===== config.mk =====
export PLATFORM = sky130hd
export DESIGN_NAME = jtag_tick_vector_packer
export DESIGN_NICKNAME = d
export VERILOG_FILES = /design/src/rtl/jtvp_pkg.sv /design/src/rtl/jtag_tick_vector_packer.sv /design/src/rtl/jtvp_core.sv /design/src/rtl/jtvp_emit.sv /design/src/rtl/jtvp_top_placeholder.sv
export SDC_FILE = /design/constraint.sdc
export NUM_CORES = 1
export LEC_CHECK = 0
export BUFFER_PORTS_ARGS = -buffer_cell sky130_fd_sc_hd__buf_4
export CELL_PAD_IN_SITES_DETAIL_PLACEMENT = 0
export CELL_PAD_IN_SITES_GLOBAL_PLACEMENT = 1
export CORE_UTILIZATION = 30
export DETAILED_ROUTE_END_ITERATION = 6
export PLACE_DENSITY = 0.68
export SYNTH_ARGS = -nofsm -noshare
export SYNTH_HDL_FRONTEND = slang
export SYNTH_SLANG_ARGS = --single-unit

===== constraint.sdc =====
create_clock -name clk -period 3.9 [get_ports clk]
set_clock_uncertainty 0.2 [all_clocks]
set_input_delay 0.195 -clock clk [delete_from_list [all_inputs] [get_ports clk]]
set_output_delay 0.195 -clock clk [all_outputs]
set_load 0.05 [all_outputs]

===== src/rtl/jtvp_pkg.sv =====
package jtvp_pkg;

  localparam int BUFFER_BYTES_DEF = 512;
  localparam int PAD_PERIOD_DEF   = 32;
  localparam int MAX_RESULTS      = 3;
  localparam int COUNT_W          = 11;

  localparam logic [15:0] RESET_WORD_A = 16'h08C0;
  localparam logic [15:0] RESET_WORD_B = 16'h0FF0;

  localparam logic KIND_DATA    = 1'b0;
  localparam logic KIND_SUMMARY = 1'b1;

  typedef enum logic [1:0] {
    REQ_STEP  = 2'd0,
    REQ_SCAN  = 2'd1,
    REQ_FLUSH = 2'd2,
    REQ_RESET = 2'd3
  } req_t;

  typedef struct packed {
    logic [1:0] req_type;
    logic       tms;
    logic       tdi;
    logic       keep_tms;
    logic       keep_tdi;
    logic       rd;
    logic       wr;
    logic       first_bit;
    logic       last_bit;
  } in_t;

  typedef struct packed {
    logic               kind;
    logic [15:0]        data_word;
    logic [COUNT_W-1:0] tick_count;
    logic [COUNT_W-1:0] read_count;
    logic               overflow;
    logic               last;
  } out_t;

  // Results of one request; entry 0 goes out first.
  typedef struct packed {
    logic [1:0]                 count;
    out_t [MAX_RESULTS-1:0]     res;
  } bundle_t;

  // One tick in slot s: TDI in bit s, TMS in 4+s, write strobe in 8+s, read strobe in 12+s.
  function automatic logic [15:0] tick_bits(input logic [1:0] slot, input logic tms,
                                            input logic tdi, input logic rd,
                                            input logic wr);
    logic [3:0] bit_sel;
    bit_sel = 4'b0001 << slot;
    return {rd ? bit_sel : 4'b0000, wr ? bit_sel : 4'b0000,
            tms ? bit_sel : 4'b0000, tdi ? bit_sel : 4'b0000};
  endfunction

  function automatic out_t mk_word(input logic [15:0] word, input logic last);
    out_t r;
    r            = '0;
    r.kind       = KIND_DATA;
    r.data_word  = word;
    r.last       = last;
    return r;
  endfunction

  function automatic out_t mk_summary(input logic [COUNT_W-1:0] tc,
                                      input logic [COUNT_W-1:0] rc,
                                      input logic ov, input logic last);
    out_t r;
    r            = '0;
    r.kind       = KIND_SUMMARY;
    r.tick_count = tc;
    r.read_count = rc;
    r.overflow   = ov;
    r.last       = last;
    return r;
  endfunction

endpackage


===== src/rtl/jtag_tick_vector_packer.sv =====
// JTAG tick packer: turns tick, scan-bit, flush and reset requests into 16-bit cable
// words of four ticks each, plus a tick/read summary on flush.
// Input channel in_valid/in_ready/in_data carries one request; output channel
// out_valid/out_ready/out_data carries one result (data word or summary) per transfer,
// and the last result of a request has out_data.last set. A request may give no result
// (a tick that leaves its group open), one, two (flush) or up to three (reset sequence).
// The first result of a request shows on out_valid once the request has passed the input
// register and then been loaded into the result register.
// Throughput: one request per cycle while each gives at most one result and out_ready
// stays high; a request with more results holds the result register until its last
// result is taken, since the output side moves one result per cycle while out_ready is
// high. The input register can take a request while a result waits.
// When the receiver stalls, the result register holds and the input register fills, then
// in_ready falls. A synchronous reset (rst_n low) empties both registers and clears the
// packing state, the counters and the held TMS/TDI levels.
module jtag_tick_vector_packer #(
  parameter int BUFFER_BYTES = jtvp_pkg::BUFFER_BYTES_DEF,
  parameter int PAD_PERIOD   = jtvp_pkg::PAD_PERIOD_DEF
) (
  input  logic           clk,
  input  logic           rst_n,
  input  logic           in_valid,
  output logic           in_ready,
  input  jtvp_pkg::in_t  in_data,
  output logic           out_valid,
  input  logic           out_ready,
  output jtvp_pkg::out_t out_data
);
  import jtvp_pkg::*;

  logic    item_valid;
  in_t     item;
  logic    free;
  logic    fire;
  bundle_t bundle;

  assign fire = item_valid && free;

  jtvp_stage u_stage (
    .clk        (clk),
    .rst_n      (rst_n),
    .in_valid   (in_valid),
    .in_ready   (in_ready),
    .in_data    (in_data),
    .take       (fire),
    .item_valid (item_valid),
    .item       (item)
  );

  jtvp_core #(
    .BUFFER_BYTES (BUFFER_BYTES),
    .PAD_PERIOD   (PAD_PERIOD)
  ) u_core (
    .clk    (clk),
    .rst_n  (rst_n),
    .fire   (fire),
    .item   (item),
    .bundle (bundle)
  );

  jtvp_emit u_emit (
    .clk       (clk),
    .rst_n     (rst_n),
    .load      (fire),
    .bundle    (bundle),
    .free      (free),
    .out_valid (out_valid),
    .out_ready (out_ready),
    .out_data  (out_data)
  );

endmodule


===== src/rtl/jtvp_core.sv =====
module jtvp_core #(
  parameter int BUFFER_BYTES = jtvp_pkg::BUFFER_BYTES_DEF,
  parameter int PAD_PERIOD   = jtvp_pkg::PAD_PERIOD_DEF
) (
  input  logic              clk,
  input  logic              rst_n,
  input  logic              fire,
  input  jtvp_pkg::in_t     item,
  output jtvp_pkg::bundle_t bundle
);
  import jtvp_pkg::*;

  localparam int TICK_CAP = 2 * BUFFER_BYTES;
  localparam int CW       = $clog2(TICK_CAP + 1);
  localparam int PW       = $clog2(PAD_PERIOD);

  logic [15:0]   word_r,  word_nxt;
  logic [1:0]    slot_r,  slot_nxt;
  logic          tms_r,   tms_nxt;
  logic          tdi_r,   tdi_nxt;
  logic [PW-1:0] phase_r, phase_nxt;
  logic [CW-1:0] ticks_r, ticks_nxt;
  logic [CW-1:0] reads_r, reads_nxt;
  logic          ovf_r,   ovf_nxt;

  logic [3:0]    add_k;
  logic          add_rd;
  logic          count_en;
  logic [CW:0]   tick_sum;
  logic [15:0]   word_t;
  logic [PW-1:0] phase_eff;
  logic          pad;
  logic          tick_tms;
  logic          tick_tdi;
  logic [3:0]    pad_mask;

  always_ff @(posedge clk) begin
    if (!rst_n) begin
      word_r  <= '0;
      slot_r  <= '0;
      tms_r   <= 1'b0;
      tdi_r   <= 1'b0;
      phase_r <= '0;
      ticks_r <= '0;
      reads_r <= '0;
      ovf_r   <= 1'b0;
    end else if (fire) begin
      word_r  <= word_nxt;
      slot_r  <= slot_nxt;
      tms_r   <= tms_nxt;
      tdi_r   <= tdi_nxt;
      phase_r <= phase_nxt;
      ticks_r <= ticks_nxt;
      reads_r <= reads_nxt;
      ovf_r   <= ovf_nxt;
    end
  end

  always_comb begin
    word_nxt  = word_r;
    slot_nxt  = slot_r;
    tms_nxt   = tms_r;
    tdi_nxt   = tdi_r;
    phase_nxt = phase_r;
    add_k     = 4'd0;
    add_rd    = 1'b0;
    count_en  = 1'b1;
    bundle    = '0;
    word_t    = word_r;
    phase_eff = item.first_bit ? '0 : phase_r;
    pad       = 1'b0;
    tick_tms  = 1'b0;
    tick_tdi  = 1'b0;
    pad_mask  = 4'b0111 & (4'b1111 << slot_r);

    unique case (req_t'(item.req_type))
      REQ_STEP, REQ_SCAN: begin
        if (req_t'(item.req_type) == REQ_STEP) begin
          tick_tms = item.keep_tms ? tms_r : item.tms;
          tick_tdi = item.keep_tdi ? tdi_r : item.tdi;
        end else begin
          tick_tms  = item.last_bit;
          tick_tdi  = item.tdi;
          pad       = item.rd && (phase_eff == PW'(PAD_PERIOD - 1) || item.last_bit);
          phase_nxt = (phase_eff == PW'(PAD_PERIOD - 1)) ? '0 : phase_eff + 1'b1;
        end
        tms_nxt = tick_tms;
        tdi_nxt = tick_tdi;
        add_rd  = item.rd;
        if (pad) begin
          // Pad ticks (TDI high only) fill the group up to slot 2; the bit lands in slot 3.
          word_t = word_r | {12'h000, pad_mask}
                   | tick_bits(2'd3, tick_tms, tick_tdi, item.rd, item.wr);
          add_k  = 4'd4 - {2'b00, slot_r};
        end else begin
          word_t = word_r | tick_bits(slot_r, tick_tms, tick_tdi, item.rd, item.wr);
          add_k  = 4'd1;
        end
        if (pad || slot_r == 2'd3) begin
          bundle.count  = 2'd1;
          bundle.res[0] = mk_word(word_t, 1'b1);
          word_nxt      = '0;
          slot_nxt      = '0;
        end else begin
          word_nxt = word_t;
          slot_nxt = slot_r + 2'd1;
        end
      end
      REQ_FLUSH: begin
        count_en = 1'b0;
        if (slot_r != 2'd0) begin
          bundle.count  = 2'd2;
          bundle.res[0] = mk_word(word_r, 1'b0);
          bundle.res[1] = mk_summary(COUNT_W'(ticks_r), COUNT_W'(reads_r), ovf_r, 1'b1);
        end else begin
          bundle.count  = 2'd1;
          bundle.res[0] = mk_summary(COUNT_W'(ticks_r), COUNT_W'(reads_r), ovf_r, 1'b1);
        end
        word_nxt = '0;
        slot_nxt = '0;
      end
      REQ_RESET: begin
        // The unused slots of an open group are counted so the tick total stays whole.
        if (slot_r != 2'd0) begin
          bundle.count  = 2'd3;
          bundle.res[0] = mk_word(word_r, 1'b0);
          bundle.res[1] = mk_word(RESET_WORD_A, 1'b0);
          bundle.res[2] = mk_word(RESET_WORD_B, 1'b1);
          add_k         = 4'd12 - {2'b00, slot_r};
        end else begin
          bundle.count  = 2'd2;
          bundle.res[0] = mk_word(RESET_WORD_A, 1'b0);
          bundle.res[1] = mk_word(RESET_WORD_B, 1'b1);
          add_k         = 4'd8;
        end
        word_nxt = '0;
        slot_nxt = '0;
      end
      default: begin
        count_en = 1'b1;
      end
    endcase

    tick_sum = {1'b0, ticks_r} + (CW + 1)'(add_k);
    if (!count_en) begin
      ticks_nxt = '0;
      reads_nxt = '0;
      ovf_nxt   = 1'b0;
    end else begin
      if (tick_sum > (CW + 1)'(TICK_CAP)) begin
        ticks_nxt = CW'(TICK_CAP);
        ovf_nxt   = 1'b1;
      end else begin
        ticks_nxt = tick_sum[CW-1:0];
        ovf_nxt   = ovf_r;
      end
      if (add_rd && reads_r < CW'(TICK_CAP)) begin
        reads_nxt = reads_r + 1'b1;
      end else begin
        reads_nxt = reads_r;
      end
    end
  end

endmodule


===== src/rtl/jtvp_emit.sv =====
module jtvp_emit (
  input  logic              clk,
  input  logic              rst_n,
  input  logic              load,
  input  jtvp_pkg::bundle_t bundle,
  output logic              free,
  output logic              out_valid,
  input  logic              out_ready,
  output jtvp_pkg::out_t    out_data
);
  import jtvp_pkg::*;

  bundle_t    bnd_r;
  logic [1:0] idx_r;
  logic       valid_r;
  logic       on_last;

  assign on_last   = (idx_r == bnd_r.count - 2'd1);
  assign free      = !valid_r || (out_ready && on_last);
  assign out_valid = valid_r;
  assign out_data  = bnd_r.res[idx_r];

  always_ff @(posedge clk) begin
    if (!rst_n) begin
      valid_r <= 1'b0;
      idx_r   <= '0;
    end else if (load) begin
      valid_r <= (bundle.count != 2'd0);
      idx_r   <= '0;
    end else if (valid_r && out_ready) begin
      if (on_last) begin
        valid_r <= 1'b0;
      end else begin
        idx_r <= idx_r + 2'd1;
      end
    end
  end

  always_ff @(posedge clk) begin
    if (load) begin
      bnd_r <= bundle;
    end
  end

endmodule


===== src/rtl/jtvp_top_placeholder.sv =====
module jtvp_stage (
  input  logic          clk,
  input  logic          rst_n,
  input  logic          in_valid,
  output logic          in_ready,
  input  jtvp_pkg::in_t in_data,
  input  logic          take,
  output logic          item_valid,
  output jtvp_pkg::in_t item
);
  import jtvp_pkg::*;

  logic valid_r;
  in_t  item_r;

  assign item_valid = valid_r;
  assign item       = item_r;
  assign in_ready   = !valid_r || take;

  always_ff @(posedge clk) begin
    if (!rst_n) begin
      valid_r <= 1'b0;
    end else if (in_valid && in_ready) begin
      valid_r <= 1'b1;
    end else if (take) begin
      valid_r <= 1'b0;
    end
  end

  always_ff @(posedge clk) begin
    if (in_valid && in_ready) begin
      item_r <= in_data;
    end
  end

endmodule


=== Word level (Yosys, flattened, before mapping) ===
Cells that the tools add are included.

* Register bits after elaboration: 187
* Bits of input ports: 14
* Output and inout port bits: 43
* Logic and storage cells: 144

* Add/sub/neg operators: 8
* $lt $le $gt $ge: 3
* Equal/unequal tests: 6
* Shift operators: 2
* Mux-type cells: 51
* Bitwise gates (word level): 6
* Reduce and logical (&&, ||, !) cells: 29

{| class="wikitable"
|+ Operator list
! cell !! number
|-
| 41-bit two-way mux || 3
|-
| 41-bit case mux with 3 select lines || 1
|-
| 41-bit binary-select mux with 2-bit select || 1
|-
| 41-bit case mux with 2 select lines || 1
|-
| 76-bit two-way mux || 1
|-
| 11-bit two-way mux || 4
|-
| 4-bit two-way mux || 10
|-
| 40-bit two-way mux || 1
|-
| 36-bit two-way mux || 1
|-
| 16-bit two-way mux || 2
|-
| 16-bit bitwise OR || 2
|-
| 16-bit case mux with 2 select lines || 1
|-
| 1-bit two-way mux || 18
|-
| 16-bit by 3-bit bitwise OR with 16-bit output || 1
|-
| 2-bit nonzero test || 7
|-
| 11-bit by 4-bit adder with 12-bit output || 1
|-
| 12-bit by 11-bit greater-than comparator with 1-bit output (second input constant) || 1
|-
| 11-bit by 1-bit adder with 11-bit output (second input constant) || 1
|-
| 11-bit less-than comparator (second input constant) || 1
|-
| 5-bit two-way mux || 2
|-
| 2-bit AND reduction || 5
|-
| 4-bit case mux with 2 select lines || 1
|-
| 2-bit == test (second input constant) || 3
|-
| 1-bit logical AND || 6
|-
| 20 further kinds || 30
|}

=== Depth between registers and ports, before layout ===
* Depth in word-level cells: 12
* Depth in mapped cells: 16
* Mapped depth without buffers: 16

=== Cells and area by module ===
Synthesis repeated with hierarchy kept, for this count alone.

* Cells, all modules: 772
* Area total of the unflattened synthesis: 8872.3 sq um

{| class="wikitable"
|+ Modules (own cells, without submodules)
! module !! times used !! cells each !! area an instance (sq um)
|-
| jtvp_emit || 1 || 285 || 4845.9
|-
| jtvp_core || 1 || 471 || 3662.3
|-
| jtvp_stage || 1 || 15 || 357.8
|-
| jtag_tick_vector_packer || 1 || 1 || 6.3
|}

=== Worst setup path before layout ===
Ideal clock, no wire load.

* Path kind: flip-flop to flip-flop
* Start point: register u_stage.item_r (netlist bit u_stage.item[1])
* End point: register u_core.ovf_r
* Data arrival time: 3.487 ns
* Data required time: 3.583 ns
* Slack: 0.097 ns
* Cell stages (with the launch flop): 15
* Path buffers: 1
* Clock period less this slack: 3.803 ns
* Cells stage by stage: edfxtp_1 > nor2b_1 > ha_1 > and4b_1 > ha_1 > o221ai_1 > clkbuf_1 > nor3b_1 > ha_1 > or2_1 > a31oi_4 > nor2_2 > mux2_4 > o31a_4 > a31o_2

* Cells in the longest elaborated chain, start to end: 12

{| class="wikitable"
|+ RTL lines
! what !! RTL line !! text
|-
| start: declaration || jtvp_top_placeholder.sv:14 || <nowiki>in_t item_r;</nowiki>
|-
| start signal: assignment || jtvp_top_placeholder.sv:32 || <nowiki>item_r <= in_data;</nowiki>
|-
| 5-bit two-way mux || jtvp_core.sv:70 || <nowiki>phase_eff = item.first_bit ? '0 : phase_r;</nowiki>
|-
| 5-bit == test || jtvp_core.sv:84 || <nowiki>pad = item.rd && (phase_eff == PW'(PAD_PERIOD - 1) || item.last_bit);</nowiki>
|-
| 1-bit logical OR || jtvp_core.sv:84 ||
|-
| 1-bit logical AND || jtvp_core.sv:84 ||
|-
| 1-bit two-way mux || jtvp_core.sv:78 || <nowiki>if (req_t'(item.req_type) == REQ_STEP) begin</nowiki>
|-
| 1-bit two-way mux || jtvp_core.sv:76 || <nowiki>unique case (req_t'(item.req_type))</nowiki>
|-
| 4-bit two-way mux || jtvp_core.sv:90 || <nowiki>if (pad) begin</nowiki>
|-
| 4-bit case mux with 2 select lines || jtvp_core.sv:76 ||
|-
| 11-bit by 4-bit adder with 12-bit output || jtvp_core.sv:144 || <nowiki>tick_sum = {1'b0, ticks_r} + (CW + 1)'(add_k);</nowiki>
|-
| 12-bit by 11-bit greater-than comparator with 1-bit output || jtvp_core.sv:150 || <nowiki>if (tick_sum > (CW + 1)'(TICK_CAP)) begin</nowiki>
|-
| 2-bit nonzero test (no source line) || n/a ||
|-
| 2-bit AND reduction (no source line) || n/a ||
|-
| end signal: assignment || jtvp_core.sv:55 || <nowiki>ovf_r <= ovf_nxt;</nowiki>
|-
| end: declaration || jtvp_core.sv:24 || <nowiki>logic ovf_r, ovf_nxt;</nowiki>
|}

No other way between the ends. The select of a mux whose other input is x is not followed.
A chain may end at the register's enable or synchronous reset.

=== Final worst setup path ===
* Start point: register u_core.phase_r[0]
* End point: register u_core.ovf_r

* Cells in the longest elaborated chain, start to end: 12

{| class="wikitable"
|+ RTL lines
! what !! RTL line !! text
|-
| start: declaration || jtvp_core.sv:21 || <nowiki>logic [PW-1:0] phase_r, phase_nxt;</nowiki>
|-
| start signal: assignment || jtvp_core.sv:52 || <nowiki>phase_r <= phase_nxt;</nowiki>
|-
| 5-bit two-way mux || jtvp_core.sv:70 ||
|-
| 5-bit == test || jtvp_core.sv:84 ||
|-
| 1-bit logical OR || jtvp_core.sv:84 ||
|-
| 1-bit logical AND || jtvp_core.sv:84 ||
|-
| 1-bit two-way mux || jtvp_core.sv:78 ||
|-
| 1-bit two-way mux || jtvp_core.sv:76 ||
|-
| 4-bit two-way mux || jtvp_core.sv:90 ||
|-
| 4-bit case mux with 2 select lines || jtvp_core.sv:76 ||
|-
| 11-bit by 4-bit adder with 12-bit output || jtvp_core.sv:144 ||
|-
| 12-bit by 11-bit greater-than comparator with 1-bit output || jtvp_core.sv:150 ||
|-
| 2-bit nonzero test (no source line) || n/a ||
|-
| 2-bit AND reduction (no source line) || n/a ||
|}

No other way between the ends. The select of a mux whose other input is x is not followed.

==> run_results.csv <==
group,metric,value,unit
cells_and_area,drive_gt1_share,19.2,%
global_route,antenna_found_initial,0,
worst_setup_path,cp_data_arrival_time,3.89,ns
clock_network,clk_latency,0.42,ns
power,pwr_density_cell,448,nW/um^2
placement,portBuffers,56,
floorplanning,dieHeight,147,um
sta,finalSetupViolations,0,
synthesis,yosys-top-cells-count,"nor2_1, edfxtp_1, and2_1",
global_route,grt-ovfl-total,0,
floorplanning,io_pins,57,
worst_setup_path,critPathRequiredTime,4.01,ns
synthesis,synthFlopType,"edfxtp_1",
synthesis,netlist_instances,603,
synthesis,synth.distinct_cells,64,
clock_network,clock_sinks,133,
synthesis,syn_nets,630,
synthesis,yosys_warnings,0,
placement,place_ws,-0.0438,ns
floorplanning,start_util,30.9,%
global_route,grt_first_pass_wirelength,22500,um
floorplanning,rows,52,
worst_setup_path,worstSetupPathType,"flip-flop to flip-flop",
sta,fin_tns_setup,0,ns
cells_and_area,final_cell_area,7890,um^2
power,ir_drop,0.330,mV
floorplanning,fp.dieArea,21700,um^2
global_route,grt_pass1_vias,4471,
worst_setup_path,end_kind,"flip-flop",
synthesis,synth_top_area_share,38.4,%
clock_network,htreeDepth,4,
power,p_leak,2.89,nW
synthesis,ys_seq_elements,133,
sta,clock.fmax,265,MHz
detailed_routing,wirelength,13800,um
job,max_cap_violations,0,
sta,period_share,96.8,%
floorplanning,coreArea,20500,um^2
power,pwr-share-comb,11.1,%
clock_network,clock_path_buffers,2,
global_route,grt_start_max_net_pins,71,
sta,period_minus_slack,3.78,ns
synthesis,synthTopCellsByArea,"edfxtp_1, dfxtp_1, mux2i_1, and2_1, nor2_1",
detailed_routing,antenna_left,0,
sta,finalWorstSetupSlack,0.125,ns
placement,routabilityCongestion,0.828,
power,power_frac_seq,44.7,%
cells_and_area,stdcell_count,963,
synthesis,synth_top_cell_by_area,"edfxtp_1",
cells_and_area,syn_to_final_growth,24.5,%
worst_setup_path,start_kind,"flip-flop",
status,status,"completed",
worst_setup_path,crit_fanout,8,
sta,tightest_slew,0.932,ns
power,finalPower,3.53,mW
cells_and_area,nFillCells,1998,
detailed_routing,route.detailed.drc,0,
sta,slew_viol_final,0,
sta,holdWs,0.228,ns
sta,final-hold-violation-count,0,
detailed_routing,via_per_inst,4.83,
floorplanning,die_width,147,um
min_path,hold_path.class,"flip-flop to flip-flop",
power,intPower,2.62,mW
detailed_routing,vias,4647,
power,switching_power,0.913,mW
placement,dpl.hpwl,9470,um
power,sw_frac_of_total,25.8,%
worst_setup_path,reg2reg_slack,0.12,ns
synthesis,synth.most_common_cell,"nor2_1",
detailed_routing,avgRoutedWirePerCell,14.4,um
synthesis,synth_sequential_area_ratio,54.8,%
cells_and_area,final_core_util,38.5,%
placement,place_inst,915,
detailed_routing,initialDrtViolationCount,275,
clock_network,tritoncts,"done",
placement,placed_area,7110,um^2
global_route,grt.total_usage,13.3,%
clock_network,cts_buffers,17,
detailed_routing,drtPass1Iterations,6,
synthesis,netlist_area,6340,um^2
cells_and_area,final_nets,707,
cells_and_area,n_antenna_cell,0,
clock_network,clk_pin_slew_worst_paths,0.06,ns
power,pwr-share-clk,44.2,%
synthesis,async_flop_share,0,%
synthesis,synth_edf_count,81,
synthesis,postSynthAreaPerCell,10.5,um^2
sta,slew_headroom,37.8,%
clock_network,cts-root-buf,"clkbuf_16",
[cell families (layout without fill, tap and decap cells)]
| logic type | count (synthesis) | count (layout) | synth area share, % |
|---|---|---|---|
| xor+xnor | 16 | 16 | 2.33 |
| buf+inv | 52 | 142 | 3.34 |
| simple gates | 243 | 243 | 19.7 |
| mux | 37 | 37 | 5.94 |
| compound gates | 109 | 109 | 11.2 |
| fa+ha+maj | 13 | 13 | 2.69 |
| flops | 133 | 133 | 54.8 |
[layer usage]
layer / part of all wire, % / track usage (%)
met1: 49 / 17.6
met2: 45 / 20.5
met3: 4.0 / 3.60
met4: 2.2 / 5.67
met5: 0 / 0
[state kept, by name, indices dropped and copies added, names as in the netlist]
| name | flops |
|---|---|
| u_core.tdi_r | 1 |
| u_emit.out_valid | 1 |
| u_emit.idx_r | 2 |
| u_core.word_r | 16 |
| u_core.reads_r | 11 |
| u_core.ticks_r | 11 |
| u_core.ovf_r | 1 |
| u_emit.bnd_r | 71 |
| u_stage.item | 10 |
| u_core.phase_r | 5 |
| u_core.tms_r | 1 |
| u_stage.item_valid | 1 |
| u_core.slot_r | 2 |
[worst paths after layout]
check                                               startpoint                             to  cells past startpoint
worst max-delay path            u_core.phase_r[0]$_SDFFE_PN0P_      u_core.ovf_r$_SDFFE_PN0P_                     16
worst min-delay path             u_core.word_r[7]$_SDFFE_PN0P_  u_core.word_r[7]$_SDFFE_PN0P_                      2
worst max register to register  u_core.phase_r[0]$_SDFFE_PN0P_      u_core.ovf_r$_SDFFE_PN0P_                     16
worst min register to register   u_core.word_r[7]$_SDFFE_PN0P_  u_core.word_r[7]$_SDFFE_PN0P_                      2
[layout by cell type, fill, tap and decap left out, types with 6 or more instances in the layout]
master	netlist	routed
o21ai_0	29	29
a21boi_0	6	6
nor2_1	82	82
clkbuf_16	0	17
and2_1	55	54
nand3_1	9	9
xnor2_1	6	6
nand4_1	7	7
buf_4	2	76
nor2b_1	8	7
mux2i_1	35	35
dlygate4sd3_1	0	14
nor3_1	9	9
dfxtp_1	52	51
inv_1	18	17
a31oi_1	11	11
and3_1	7	7
xor2_1	9	9
a21oi_1	27	26
edfxtp_1	81	81
nand2_1	31	31
ha_1	12	10
[layout make-up]
class / count / area, um^2 / area share (%)
Sequential cell: 133 / 3470 / 44.0
Multi-Input combinational cell: 418 / 2700 / 34.2
Timing Repair Buffer: 91 / 731 / 9.26
Clock buffer: 17 / 425 / 5.39
Tap cell: 270 / 338 / 4.28
Clock inverter: 15 / 155 / 1.97
Inverter: 19 / 71.3 / 0.904
[worst max-delay path, stage by stage, from the launching register on]
cell       delay, ns
dfxtp_1         0.31
nor2b_2         0.16
ha_2            0.20
and4b_1         0.17
ha_1            0.22
o21a_1          0.21
a21oi_1         0.14
o21a_1          0.14
ha_2            0.19
inv_1           0.06
fa_2            0.34
nand2b_4        0.16
a21oi_4         0.22
mux2i_1         0.10
nand4bb_1       0.20
o31a_4          0.41
a31o_2          0.24
[power groups by stage]
stage	sequential [mW]	combinational, mW	clock (mW)
after floorplan	1.60	0.262	0
after global placement	1.61	0.375	0
after detailed placement	1.61	0.379	0
after CTS	1.58	0.392	1.60
after global routing	1.59	0.421	1.66
final	1.58	0.391	1.56
[timing repair]
item | 4_1_cts | 5_1_grt
endpoints found under the setup margin | 8 | 10
pin swaps | 0 | 4
setup buffers | 1 | 1
hold buffers | 14 | 0
resized for setup | 1 | 9
endpoints found under the hold margin | 28 | 0
Power figures use the tool's default switching activity.
